[config.mk]
export PLATFORM = sky130hd
export DESIGN_NAME = voice_allocator_envelope_writer
export DESIGN_NICKNAME = d
export VERILOG_FILES = /design/src/hdl/vaew_pkg.sv /design/src/hdl/voice_allocator_envelope_writer.sv /design/src/hdl/vaew_write_buffer.sv
export SDC_FILE = /design/constraint.sdc
export NUM_CORES = 1
export LEC_CHECK = 0
export BUFFER_PORTS_ARGS = -buffer_cell sky130_fd_sc_hd__buf_2
export CORE_AREA = 5 5 208 210
export DETAILED_ROUTE_END_ITERATION = 12
export DIE_AREA = 0 0 213 215
export GPL_TIMING_DRIVEN = 0
export PLACE_DENSITY = 0.75
export SLEW_MARGIN = 15
export SYNTH_ARGS = -nofsm -noshare
export SYNTH_HDL_FRONTEND = slang
export SYNTH_SLANG_ARGS = --single-unit
export TNS_END_PERCENT = 1
[constraint.sdc]
create_clock -name clk -period 11.9 [get_ports clk]
set_clock_uncertainty 0.2 [all_clocks]
set_input_delay 1.785 -clock clk [delete_from_list [all_inputs] [get_ports clk]]
set_output_delay 1.785 -clock clk [all_outputs]
set_load 0.01 [all_outputs]
[src/hdl/vaew_pkg.sv]
// Shared types, constants and table functions for the voice allocator envelope writer.
package vaew_pkg;

  // Voice count bounds
  localparam int MAX_VOICES     = 6;
  localparam int VOICES_DEFAULT = 6;

  // Event action codes
  localparam logic [1:0] ACT_NOTE_ON  = 2'd0;
  localparam logic [1:0] ACT_NOTE_OFF = 2'd1;
  localparam logic [1:0] ACT_TICK     = 2'd2;

  // Configuration register indexes
  localparam logic [7:0] CFG_ATTACK  = 8'd0;
  localparam logic [7:0] CFG_DECAY   = 8'd1;
  localparam logic [7:0] CFG_RELEASE = 8'd2;

  // Configuration reset values
  localparam logic [7:0] ATTACK_RESET  = 8'd4;
  localparam logic [7:0] DECAY_RESET   = 8'd4;
  localparam logic [7:0] RELEASE_RESET = 8'd12;

  // Chip register map and envelope constants
  localparam logic [4:0] OCT_BASE   = 5'h10;
  localparam logic [4:0] FREQ_BASE  = 5'h08;
  localparam logic [3:0] VOL_MAX    = 4'd11;
  localparam logic [7:0] OCT_STEP   = 8'd12;
  localparam int         VEL_SHIFT  = 3;
  localparam logic [3:0] MAX_WRITES = 4'd12;
  localparam logic [3:0] ATK_STEPS  = 4'd4;
  localparam logic [3:0] ENV_STEPS  = 4'd8;

  // Reciprocal of twelve for values below 144: q = (n * 171) >> 11
  localparam logic [7:0] DIV12_MUL   = 8'd171;
  localparam int         DIV12_SHIFT = 11;

  typedef struct packed {
    logic [1:0] action;
    logic [6:0] pitch;
    logic [6:0] velocity;
  } event_t;

  typedef struct packed {
    logic [4:0] reg_address;
    logic [7:0] reg_data;
    logic       last_write;
  } write_t;

  // Command from the sequencer to the write buffer
  typedef struct packed {
    logic       push;
    logic       flush;
    logic [4:0] reg_address;
    logic [7:0] reg_data;
  } wcmd_t;

  // Frequency byte for a semitone within the octave
  function automatic logic [7:0] freq_byte(input logic [3:0] idx);
    logic [7:0] f;
    case (idx)
      4'd0:    f = 8'd5;
      4'd1:    f = 8'd32;
      4'd2:    f = 8'd60;
      4'd3:    f = 8'd85;
      4'd4:    f = 8'd110;
      4'd5:    f = 8'd132;
      4'd6:    f = 8'd153;
      4'd7:    f = 8'd173;
      4'd8:    f = 8'd192;
      4'd9:    f = 8'd210;
      4'd10:   f = 8'd227;
      4'd11:   f = 8'd243;
      default: f = 8'd0;
    endcase
    return f;
  endfunction

  // Volume byte: both nibbles carry the level, upper nibble ORs in the high bits
  function automatic logic [7:0] vol_byte(input logic [7:0] v);
    return {v[3:0] | v[7:4], v[3:0]};
  endfunction

endpackage

[src/hdl/voice_allocator_envelope_writer.sv]
// Top level: voice allocation and envelope sequencer driving chip register writes.
// Sequencing: a note-on starts up to two voices, a note-off checks every voice, and a tick
//   runs attack, decay and release for every voice; write_stall can hold each write phase.
// Throughput: one event at a time; the sequencer steps one phase per cycle while the write buffer can accept.
// Writes leave through an output register, one per cycle while write_stall is low, the last flagged.
// Reset (rst, synchronous): all voices idle and cleared, rates set to 4, 4 and 12.
module voice_allocator_envelope_writer
  import vaew_pkg::*;
#(
  parameter int VOICES = VOICES_DEFAULT
) (
  input  logic       clk,
  input  logic       rst,
  input  logic       event_valid,
  output logic       event_stall,
  input  event_t     event_item,
  output logic       write_valid,
  input  logic       write_stall,
  output write_t     write_item,
  input  logic       cfg_valid,
  output logic       cfg_ready,
  input  logic [7:0] cfg_index,
  input  logic [7:0] cfg_data
);

  localparam int VIDX_W = $clog2(VOICES);
  localparam logic [VIDX_W-1:0] LAST_VOICE = VIDX_W'(VOICES - 1);

  // Sequencer state codes
  localparam logic [3:0] S_IDLE    = 4'd0;
  localparam logic [3:0] S_ON_PICK = 4'd1;
  localparam logic [3:0] S_ON_OCT  = 4'd2;
  localparam logic [3:0] S_ON_OCTW = 4'd3;
  localparam logic [3:0] S_ON_FREQ = 4'd4;
  localparam logic [3:0] S_ON_VOL  = 4'd5;
  localparam logic [3:0] S_OFF     = 4'd6;
  localparam logic [3:0] S_T_ATK   = 4'd7;
  localparam logic [3:0] S_T_DEC   = 4'd8;
  localparam logic [3:0] S_T_REL   = 4'd9;
  localparam logic [3:0] S_FINISH  = 4'd10;

  // Rate registers
  logic [7:0] attack_ticks;
  logic [7:0] decay_ticks;
  logic [7:0] release_ticks;

  // Per-voice state
  logic [VOICES-1:0] voice_active;
  logic [VOICES-1:0] key_held;
  logic [7:0]        voice_pitch     [VOICES];
  logic [7:0]        last_octave     [VOICES];
  logic [7:0]        voice_volume    [VOICES];
  logic [3:0]        envelope_step   [VOICES];
  logic [7:0]        ticks_since_on  [VOICES];
  logic [7:0]        ticks_since_off [VOICES];

  // Sequencer registers
  logic [3:0]        state;
  logic [VIDX_W-1:0] cur;
  logic              second;
  logic [3:0]        res_n;
  logic [6:0]        ev_pitch;
  logic [6:0]        ev_velocity;
  logic [7:0]        oct_r;
  logic [3:0]        fidx_r;

  // Combinational helpers
  logic              can_push;
  wcmd_t             cmd;
  logic              em_req;
  logic [4:0]        em_addr;
  logic [7:0]        em_data;
  logic              free_found;
  logic [VIDX_W-1:0] free_idx;
  logic [VIDX_W-1:0] pick_ch;
  logic [7:0]        note;
  logic [7:0]        note_n;
  logic [15:0]       div_prod;
  logic [3:0]        div_q;
  logic [7:0]        div_rem;
  logic [7:0]        oct_new;
  logic [VIDX_W-1:0] partner;
  logic [7:0]        partner_oct;
  logic [3:0]        vol_clamp;
  logic [7:0]        pitch_up;
  logic              cur_act;
  logic              cur_held;
  logic [7:0]        cur_vol;
  logic [3:0]        cur_step;
  logic [7:0]        ton_inc;
  logic [7:0]        toff_inc;
  logic [7:0]        vol_up;
  logic [7:0]        vol_dn;
  logic              atk_run;
  logic              dec_run;
  logic              rel_run;
  logic              atk_fire;
  logic              dec_fire;
  logic              rel_fire;

  assign event_stall = (state != S_IDLE);
  assign cfg_ready   = 1'b1;

  // Lowest idle voice
  always_comb begin
    free_found = 1'b0;
    free_idx   = '0;
    for (int i = VOICES - 1; i >= 0; i--) begin
      if (!voice_active[i]) begin
        free_found = 1'b1;
        free_idx   = VIDX_W'(i);
      end
    end
  end

  // Voice choice and octave split for the next voice start
  assign pick_ch  = (second || free_found) ? free_idx : '0;
  assign pitch_up = {1'b0, ev_pitch} + OCT_STEP;
  assign note     = second ? pitch_up : {1'b0, ev_pitch};
  assign note_n   = note + 8'd1;
  assign div_prod = note_n * DIV12_MUL;
  assign div_q    = div_prod[DIV12_SHIFT+3:DIV12_SHIFT];
  assign div_rem  = note_n - ({4'd0, div_q} * OCT_STEP);
  assign oct_new  = {4'd0, div_q} - 8'd1;

  // Velocity to starting volume, clamped to 1..VOL_MAX
  always_comb begin
    vol_clamp = 4'(ev_velocity >> VEL_SHIFT);
    if (vol_clamp == 4'd0) begin
      vol_clamp = 4'd1;
    end else if (vol_clamp > VOL_MAX) begin
      vol_clamp = VOL_MAX;
    end
  end

  // Partner octave; a partner beyond the voice count reads as zero
  assign partner = cur ^ VIDX_W'(1);
  always_comb begin
    partner_oct = 8'd0;
    if ({1'b0, partner} < (VIDX_W + 1)'(VOICES)) begin
      partner_oct = last_octave[partner];
    end
  end

  // Current voice fields and envelope arithmetic
  assign cur_act  = voice_active[cur];
  assign cur_held = key_held[cur];
  assign cur_vol  = voice_volume[cur];
  assign cur_step = envelope_step[cur];
  assign ton_inc  = ticks_since_on[cur] + 8'd1;
  assign toff_inc = ticks_since_off[cur] + 8'd1;
  assign vol_up   = cur_vol + 8'd1;
  assign vol_dn   = cur_vol - 8'd1;
  assign atk_run  = cur_act && (cur_step < ATK_STEPS);
  assign dec_run  = cur_act && (cur_step >= ATK_STEPS) && (cur_step < ENV_STEPS);
  assign rel_run  = cur_act && !cur_held;
  assign atk_fire = atk_run && (ton_inc >= attack_ticks);
  assign dec_fire = dec_run && (ton_inc >= decay_ticks);
  assign rel_fire = rel_run && (toff_inc >= release_ticks);

  // Select the write produced in this phase
  always_comb begin
    em_req  = 1'b0;
    em_addr = 5'(cur);
    em_data = 8'd0;
    case (state)
      S_ON_OCTW: begin
        em_req  = 1'b1;
        em_addr = OCT_BASE + 5'(cur >> 1);
        if (!cur[0]) begin
          em_data = {oct_r[7:4] | partner_oct[3:0], oct_r[3:0]};
        end else begin
          em_data = {oct_r[3:0] | partner_oct[7:4], partner_oct[3:0]};
        end
      end
      S_ON_FREQ: begin
        em_req  = 1'b1;
        em_addr = FREQ_BASE + 5'(cur);
        em_data = freq_byte(fidx_r);
      end
      S_ON_VOL: begin
        em_req  = 1'b1;
        em_data = vol_byte({4'd0, vol_clamp});
      end
      S_T_ATK: begin
        em_req  = atk_fire;
        em_data = vol_byte(vol_up);
      end
      S_T_DEC: begin
        em_req  = dec_fire;
        em_data = vol_byte(vol_dn);
      end
      S_T_REL: begin
        em_req  = rel_fire;
        em_data = vol_byte(vol_dn);
      end
      default: begin
        em_req = 1'b0;
      end
    endcase
  end

  // Buffer command for this phase; drop writes past the per-event limit
  always_comb begin
    cmd             = '0;
    cmd.reg_address = em_addr;
    cmd.reg_data    = em_data;
    cmd.push        = em_req && can_push && (res_n < MAX_WRITES);
    cmd.flush       = (state == S_FINISH) && can_push;
  end

  // Rate register writes; unknown indexes are ignored
  always_ff @(posedge clk) begin
    if (rst) begin
      attack_ticks  <= ATTACK_RESET;
      decay_ticks   <= DECAY_RESET;
      release_ticks <= RELEASE_RESET;
    end else if (cfg_valid) begin
      case (cfg_index)
        CFG_ATTACK:  attack_ticks  <= cfg_data;
        CFG_DECAY:   decay_ticks   <= cfg_data;
        CFG_RELEASE: release_ticks <= cfg_data;
        default:     attack_ticks  <= attack_ticks;
      endcase
    end
  end

  // Sequencer and voice state
  always_ff @(posedge clk) begin
    if (rst) begin
      state        <= S_IDLE;
      cur          <= '0;
      second       <= 1'b0;
      res_n        <= 4'd0;
      voice_active <= '0;
      key_held     <= '0;
      for (int i = 0; i < VOICES; i++) begin
        voice_pitch[i]     <= 8'd0;
        last_octave[i]     <= 8'd0;
        voice_volume[i]    <= 8'd0;
        envelope_step[i]   <= 4'd0;
        ticks_since_on[i]  <= 8'd0;
        ticks_since_off[i] <= 8'd0;
      end
    end else begin
      if (cmd.push) begin
        res_n <= res_n + 4'd1;
      end
      case (state)
        S_IDLE: begin
          if (event_valid) begin
            ev_pitch    <= event_item.pitch;
            ev_velocity <= event_item.velocity;
            res_n       <= 4'd0;
            second      <= 1'b0;
            cur         <= '0;
            case (event_item.action)
              ACT_NOTE_ON:  state <= S_ON_PICK;
              ACT_NOTE_OFF: state <= S_OFF;
              ACT_TICK:     state <= S_T_ATK;
              default:      state <= S_FINISH;
            endcase
          end
        end
        S_ON_PICK: begin
          if (second && !free_found) begin
            state <= S_FINISH;
          end else begin
            cur                  <= pick_ch;
            voice_active[pick_ch] <= 1'b1;
            key_held[pick_ch]     <= 1'b1;
            voice_pitch[pick_ch]  <= note;
            oct_r                <= oct_new;
            fidx_r               <= div_rem[3:0];
            state                <= S_ON_OCT;
          end
        end
        S_ON_OCT: begin
          if (last_octave[cur] != oct_r) begin
            last_octave[cur] <= oct_r;
            state            <= S_ON_OCTW;
          end else begin
            state <= S_ON_FREQ;
          end
        end
        S_ON_OCTW: begin
          if (can_push) begin
            state <= S_ON_FREQ;
          end
        end
        S_ON_FREQ: begin
          if (can_push) begin
            state <= S_ON_VOL;
          end
        end
        S_ON_VOL: begin
          if (can_push) begin
            voice_volume[cur]    <= {4'd0, vol_clamp};
            ticks_since_on[cur]  <= 8'd0;
            ticks_since_off[cur] <= 8'd0;
            if (!second) begin
              second <= 1'b1;
              state  <= S_ON_PICK;
            end else begin
              state <= S_FINISH;
            end
          end
        end
        S_OFF: begin
          if (cur_held && (voice_pitch[cur] == {1'b0, ev_pitch} ||
                           voice_pitch[cur] == pitch_up)) begin
            key_held[cur] <= 1'b0;
          end
          if (cur == LAST_VOICE) begin
            state <= S_FINISH;
          end else begin
            cur <= cur + VIDX_W'(1);
          end
        end
        S_T_ATK: begin
          if (can_push) begin
            if (atk_run) begin
              ticks_since_on[cur] <= atk_fire ? 8'd0 : ton_inc;
            end
            if (atk_fire) begin
              voice_volume[cur]  <= vol_up;
              envelope_step[cur] <= cur_step + 4'd1;
            end
            state <= S_T_DEC;
          end
        end
        S_T_DEC: begin
          if (can_push) begin
            if (dec_run) begin
              ticks_since_on[cur] <= dec_fire ? 8'd0 : ton_inc;
            end
            if (dec_fire) begin
              voice_volume[cur]  <= vol_dn;
              envelope_step[cur] <= cur_step + 4'd1;
            end
            state <= S_T_REL;
          end
        end
        S_T_REL: begin
          if (can_push) begin
            if (rel_run) begin
              ticks_since_off[cur] <= rel_fire ? 8'd0 : toff_inc;
            end
            if (rel_fire) begin
              voice_volume[cur] <= vol_dn;
              if (vol_dn == 8'd0) begin
                voice_active[cur]  <= 1'b0;
                envelope_step[cur] <= 4'd0;
              end
            end
            if (cur == LAST_VOICE) begin
              state <= S_FINISH;
            end else begin
              cur   <= cur + VIDX_W'(1);
              state <= S_T_ATK;
            end
          end
        end
        S_FINISH: begin
          if (can_push) begin
            state <= S_IDLE;
          end
        end
        default: begin
          state <= S_IDLE;
        end
      endcase
    end
  end

  vaew_write_buffer u_write_buffer (
    .clk         (clk),
    .rst         (rst),
    .cmd         (cmd),
    .can_accept  (can_push),
    .write_valid (write_valid),
    .write_stall (write_stall),
    .write_item  (write_item)
  );

  // Write count per event stays within the limit
  assert property (@(posedge clk) disable iff (rst) res_n <= MAX_WRITES)
    else $error("write count above limit");

  // Never push or flush into a full buffer
  assert property (@(posedge clk) disable iff (rst)
    (cmd.push || cmd.flush) |-> can_push)
    else $error("buffer overrun");

  // Push and flush are exclusive
  assert property (@(posedge clk) disable iff (rst) !(cmd.push && cmd.flush))
    else $error("push and flush together");

  // An accepted event keeps the block busy on the next cycle
  assert property (@(posedge clk) disable iff (rst)
    (event_valid && !event_stall) |=> event_stall)
    else $error("event accepted without going busy");

endmodule

[src/hdl/vaew_write_buffer.sv]
// Pending-write holder and output register that marks the last write of each event.
module vaew_write_buffer
  import vaew_pkg::*;
(
  input  logic   clk,
  input  logic   rst,
  input  wcmd_t  cmd,
  output logic   can_accept,
  output logic   write_valid,
  input  logic   write_stall,
  output write_t write_item
);

  logic       pend_valid;
  logic [4:0] pend_address;
  logic [7:0] pend_data;
  logic       out_free;
  logic       load_out;

  assign out_free   = !write_valid || !write_stall;
  assign can_accept = !pend_valid || out_free;
  assign load_out   = (cmd.push || cmd.flush) && pend_valid;

  // Hold the newest write until the next one or the end of the event decides its last flag
  always_ff @(posedge clk) begin
    if (rst) begin
      pend_valid  <= 1'b0;
      write_valid <= 1'b0;
    end else begin
      if (load_out) begin
        write_valid <= 1'b1;
      end else if (!write_stall) begin
        write_valid <= 1'b0;
      end
      if (cmd.push) begin
        pend_valid <= 1'b1;
      end else if (cmd.flush) begin
        pend_valid <= 1'b0;
      end
    end
  end

  // Payload: move pending to output, load new pending
  always_ff @(posedge clk) begin
    if (load_out) begin
      write_item.reg_address <= pend_address;
      write_item.reg_data    <= pend_data;
      write_item.last_write  <= cmd.flush;
    end
    if (cmd.push) begin
      pend_address <= cmd.reg_address;
      pend_data    <= cmd.reg_data;
    end
  end

endmodule
==> results.yml <==
status:
  status: "finished clean"
sta:
  fin_setup_tns_ns: 0
  setup-violations-final: 0
  period_needed_ns: 7.23
  slew_headroom_pct: 16.1
  tightestPinTransition_ns: 1.25
  post-route-period-util_pct: 60.8
  rsz0062_at_grt: "false"
  fmax_ghz: 0.138
  drv_slew: 0
  final-hold-violation-count: 0
worst_setup_path:
  slowest_stage: "fa_1"
  cp-end-kind: "flop"
  crit_type: "flop to flop"
  crit_arrival_ns: 7.54
  cp_max_fo: 8
  path_delay_family: "adder cells"
  cp_cell_sequence: "buf_2 -> inv_1 -> ha_1 -> nor2b_1 -> xor2_1 -> and3b_1 -> xnor2_1 -> inv_1 -> fa_1 -> fa_1 -> fa_1 -> inv_1 -> ha_1 -> nand2_1 -> nor3_1 -> a21oi_1 -> xnor2_1 -> ha_1 -> xor2_1 -> nand3_1 -> a31oi_1 -> nor2b_1 -> mux2i_1"
  worst_setup_path_start_kind: "flop"
  r2r_cells: 23
  cp.required_ns: 12.21
  cp.depth: 23
  max_stage_delay_ns: 0.58
  cp_num_buf_inv: 4
cts:
  cts_sinks: 436
  clk_pin_slew_worst_paths_ns: 0.06
  ctsHtreeMaxLevel: 2
  cts_setup_buffers: 0
  cts_buffer_depth: 3
  cts_tree: "yes"
  root_buffer: "clkbuf_16"
  numCtsBuffers: 46
  insertion_delay_ns: 0.61
  cts_hold_buf: 0
  ctsResizeCount: 0
floorplanning:
  die_w_microns: 213
  rows: 75
  die-area_sq_um: 45800
  initial_utilization_pct: 54.0
  chipHeight_microns: 215
  core_area_sq_um: 41400
  io_pins: 54
synth:
  synth_compound_area_share_pct: 7.53
  yosysSeqAreaShare_pct: 55.8
  synth_top_family_by_area: "multiplexers"
  synth_top_area_share_pct: 50.4
  netlist_area_sq_um: 22400
  synth_cell_types: 94
  ys_async_sr_fraction_pct: 0
  yosysTopAreaCell: "edfxtp_1"
  yosysWarnings: 0
  syn_area_per_cell_sq_um: 12.3
  synthAdderAreaFrac_pct: 5.69
  yosys-mux-area-fraction_pct: 12.2
  synth_edf_count: 375
  synth_cells: 1811
  yosys.area_share.xor_xnor_pct: 2.43
  synth_simple_gate_area_share_pct: 12.1
  synthTopCellsByArea: "edfxtp_1 50%, mux4_2 6.2%, dfxtp_1 5.5%, nor2_1 5.0%, ha_1 4.7%"
  synth_top_flop_cell: "edfxtp_1"
  ys_seq_elements: 436
power:
  leakage_nw: 9.47
  p_per_area_nw_per_um2: 193
  irDropWorstVdd_uv: 224
  finalPower_mw: 4.83
cells_and_area:
  area_growth_pct: 11.8
  fill_cells: 3177
  final_nets: 2070
  final_layout_size_suffix_gt1_share_pct: 13.6
  antennaDiodeCount: 0
  multi_input_area_sq_um: 9050
  fin_area_sq_um: 25000
  regArea_sq_um: 12500
routing:
  drtIter0Drc: 1644
  final_antenna_net_count: 0
  drt_pass1_iterations: 6
  vias: 15200
  vias_per_cell: 6.06
  route.detailed.drc: 0
  wl_per_cell_microns: 22.5
  drt_wl_total_microns: 56700
grt:
  grt_pass1_wl_microns: 87200
  grt_max_degree: 19
  antenna_found_initial: 1
  grt_pass1_vias: 15400
  gr-usage-all-layers_pct: 24.7
  grt.overflow.total: 0
place:
  dpl_cell_area_sq_um: 23400
  io_buffers: 49
  dpl.hpwl_microns: 40600
  routabilityCongestion: 0.958
min_path:
  worstHoldPathType: "flop to flop"
  timing.hold.worst_path_depth: 0
job:
  drv_cap: 0
-- worst reg2reg max path: stages (launching register included) --
cell,delay [ns]
edfxtp_1,0.32
buf_2,0.19
inv_1,0.07
ha_1,0.23
nor2b_1,0.19
xor2_1,0.37
and3b_1,0.29
xnor2_1,0.28
inv_1,0.14
fa_1,0.58
fa_1,0.46
fa_1,0.54
inv_1,0.04
ha_1,0.29
nand2_1,0.07
nor3_1,0.45
a21oi_1,0.19
xnor2_1,0.53
ha_1,0.28
xor2_1,0.22
nand3_1,0.12
a31oi_1,0.53
nor2b_1,0.29
mux2i_1,0.30
-- state kept, by name, summed over array words and instances, names as in the netlist, 7 cells and up, named ones only --
register and cells:
decay_ticks 8, voice_volume 64, voice_pitch 64, envelope_step 32
ticks_since_off 64, u_write_buffer.pend_data 8, attack_ticks 8, last_octave 40
u_write_buffer.write_item 14, ticks_since_on 64, release_ticks 8, ev_pitch 7
-- cells by family (layout without fill, tap and decap cells) --
| group | Yosys count | count (layout) |
|---|---|---|
| adder cells (fa/ha/maj) | 95 | 95 |
| multiplexers | 162 | 162 |
| XOR/XNOR | 62 | 62 |
| buffers and inverters | 217 | 357 |
| flip-flops | 436 | 436 |
| AO/OA/AOI/OAI | 227 | 227 |
| other | 2 | 25 |
| AND/OR/NAND/NOR | 610 | 610 |
-- report_power, final --
group / switching [mW] / internal [mW] / leakage, nW
combinational: 0.950 / 0.566 / 4.42
clock: 0.618 / 0.846 / 0.735
sequential: 0.0538 / 1.80 / 4.31
-- stage by stage --
step | worst slack, ns | std cells | hold WS [ns] | utilization [%]
3_3_place_gp | 4.78 | 2422 | 0.207 | 56.4
2_1_floorplan | 5.89 | 1834 | 0.200 | -
4_1_cts | 4.77 | 2511 | 0.225 | 60.3
3_5_place_dp | 4.85 | 2427 | 0.208 | 56.6
5_1_grt | 4.25 | 2513 | 0.240 | 60.4
6_report | 4.67 | 2513 | 0.223 | 60.4
-- final cells by class --
type | count | share of cell area (%)
sequential | 436 | 50.0
multi-input combinational | 1181 | 36.2
clock buffer | 57 | 4.89
tap | 539 | 2.70
inverter | 140 | 2.10
buffer | 77 | 1.65
clock inverter | 27 | 1.28
timing repair buffer | 56 | 1.17
-- worst paths after layout --
path                                                      to                   startpoint  slack, ns
worst min-delay path            u_write_buffer.write_item[3]  u_write_buffer.pend_data[2]       0.22
worst max register to register                          flop                  ev_pitch[2]       4.67
worst max-delay path                                    flop                  ev_pitch[2]       4.67
worst min register to register  u_write_buffer.write_item[3]  u_write_buffer.pend_data[2]       0.22
-- metal layers --
layer | vias to the layer above | track usage, % | wire length, microns
met1 | 7495 | 33.1 | 22600
met2 | 715 | 39.9 | 27000
met5 | - | 0 | 121
li1 | 6852 | - | -
met3 | 168 | 5.16 | 4730
met4 | 2 | 9.32 | 2170
-- cells in the final DEF (no fill, tap or decap), types with 14 or more instances in the layout --
cell,Yosys,final
edfxtp_1,375,375
nor2_1,298,298
nand2_1,150,150
inv_1,138,138
ha_1,84,84
buf_2,20,71
mux2i_1,71,71
mux4_2,62,62
dfxtp_1,61,61
clkbuf_1,38,46
clkbuf_16,0,46
a21oi_1,41,41
o21ai_0,42,38
xnor2_1,37,37
nor3_1,30,28
nand3_1,25,25
xor2_1,25,25
conb_1,2,25
nand2b_1,19,19
a22oi_1,18,18
mux4_1,17,17
a221oi_1,14,14
-- synth_stat cells, types with 13 or more instances --
master / number
edfxtp_1: 375
nor2_1: 298
nand2_1: 150
inv_1: 138
ha_1: 84
mux2i_1: 71
mux4_2: 62
dfxtp_1: 61
o21ai_0: 42
a21oi_1: 41
clkbuf_1: 38
xnor2_1: 37
nor3_1: 30
nand3_1: 25
xor2_1: 25
buf_2: 20
nand2b_1: 19
a22oi_1: 18
mux4_1: 17
a221oi_1: 14
nor2b_1: 13
Note: power is estimated with default switching activity, not from simulation.
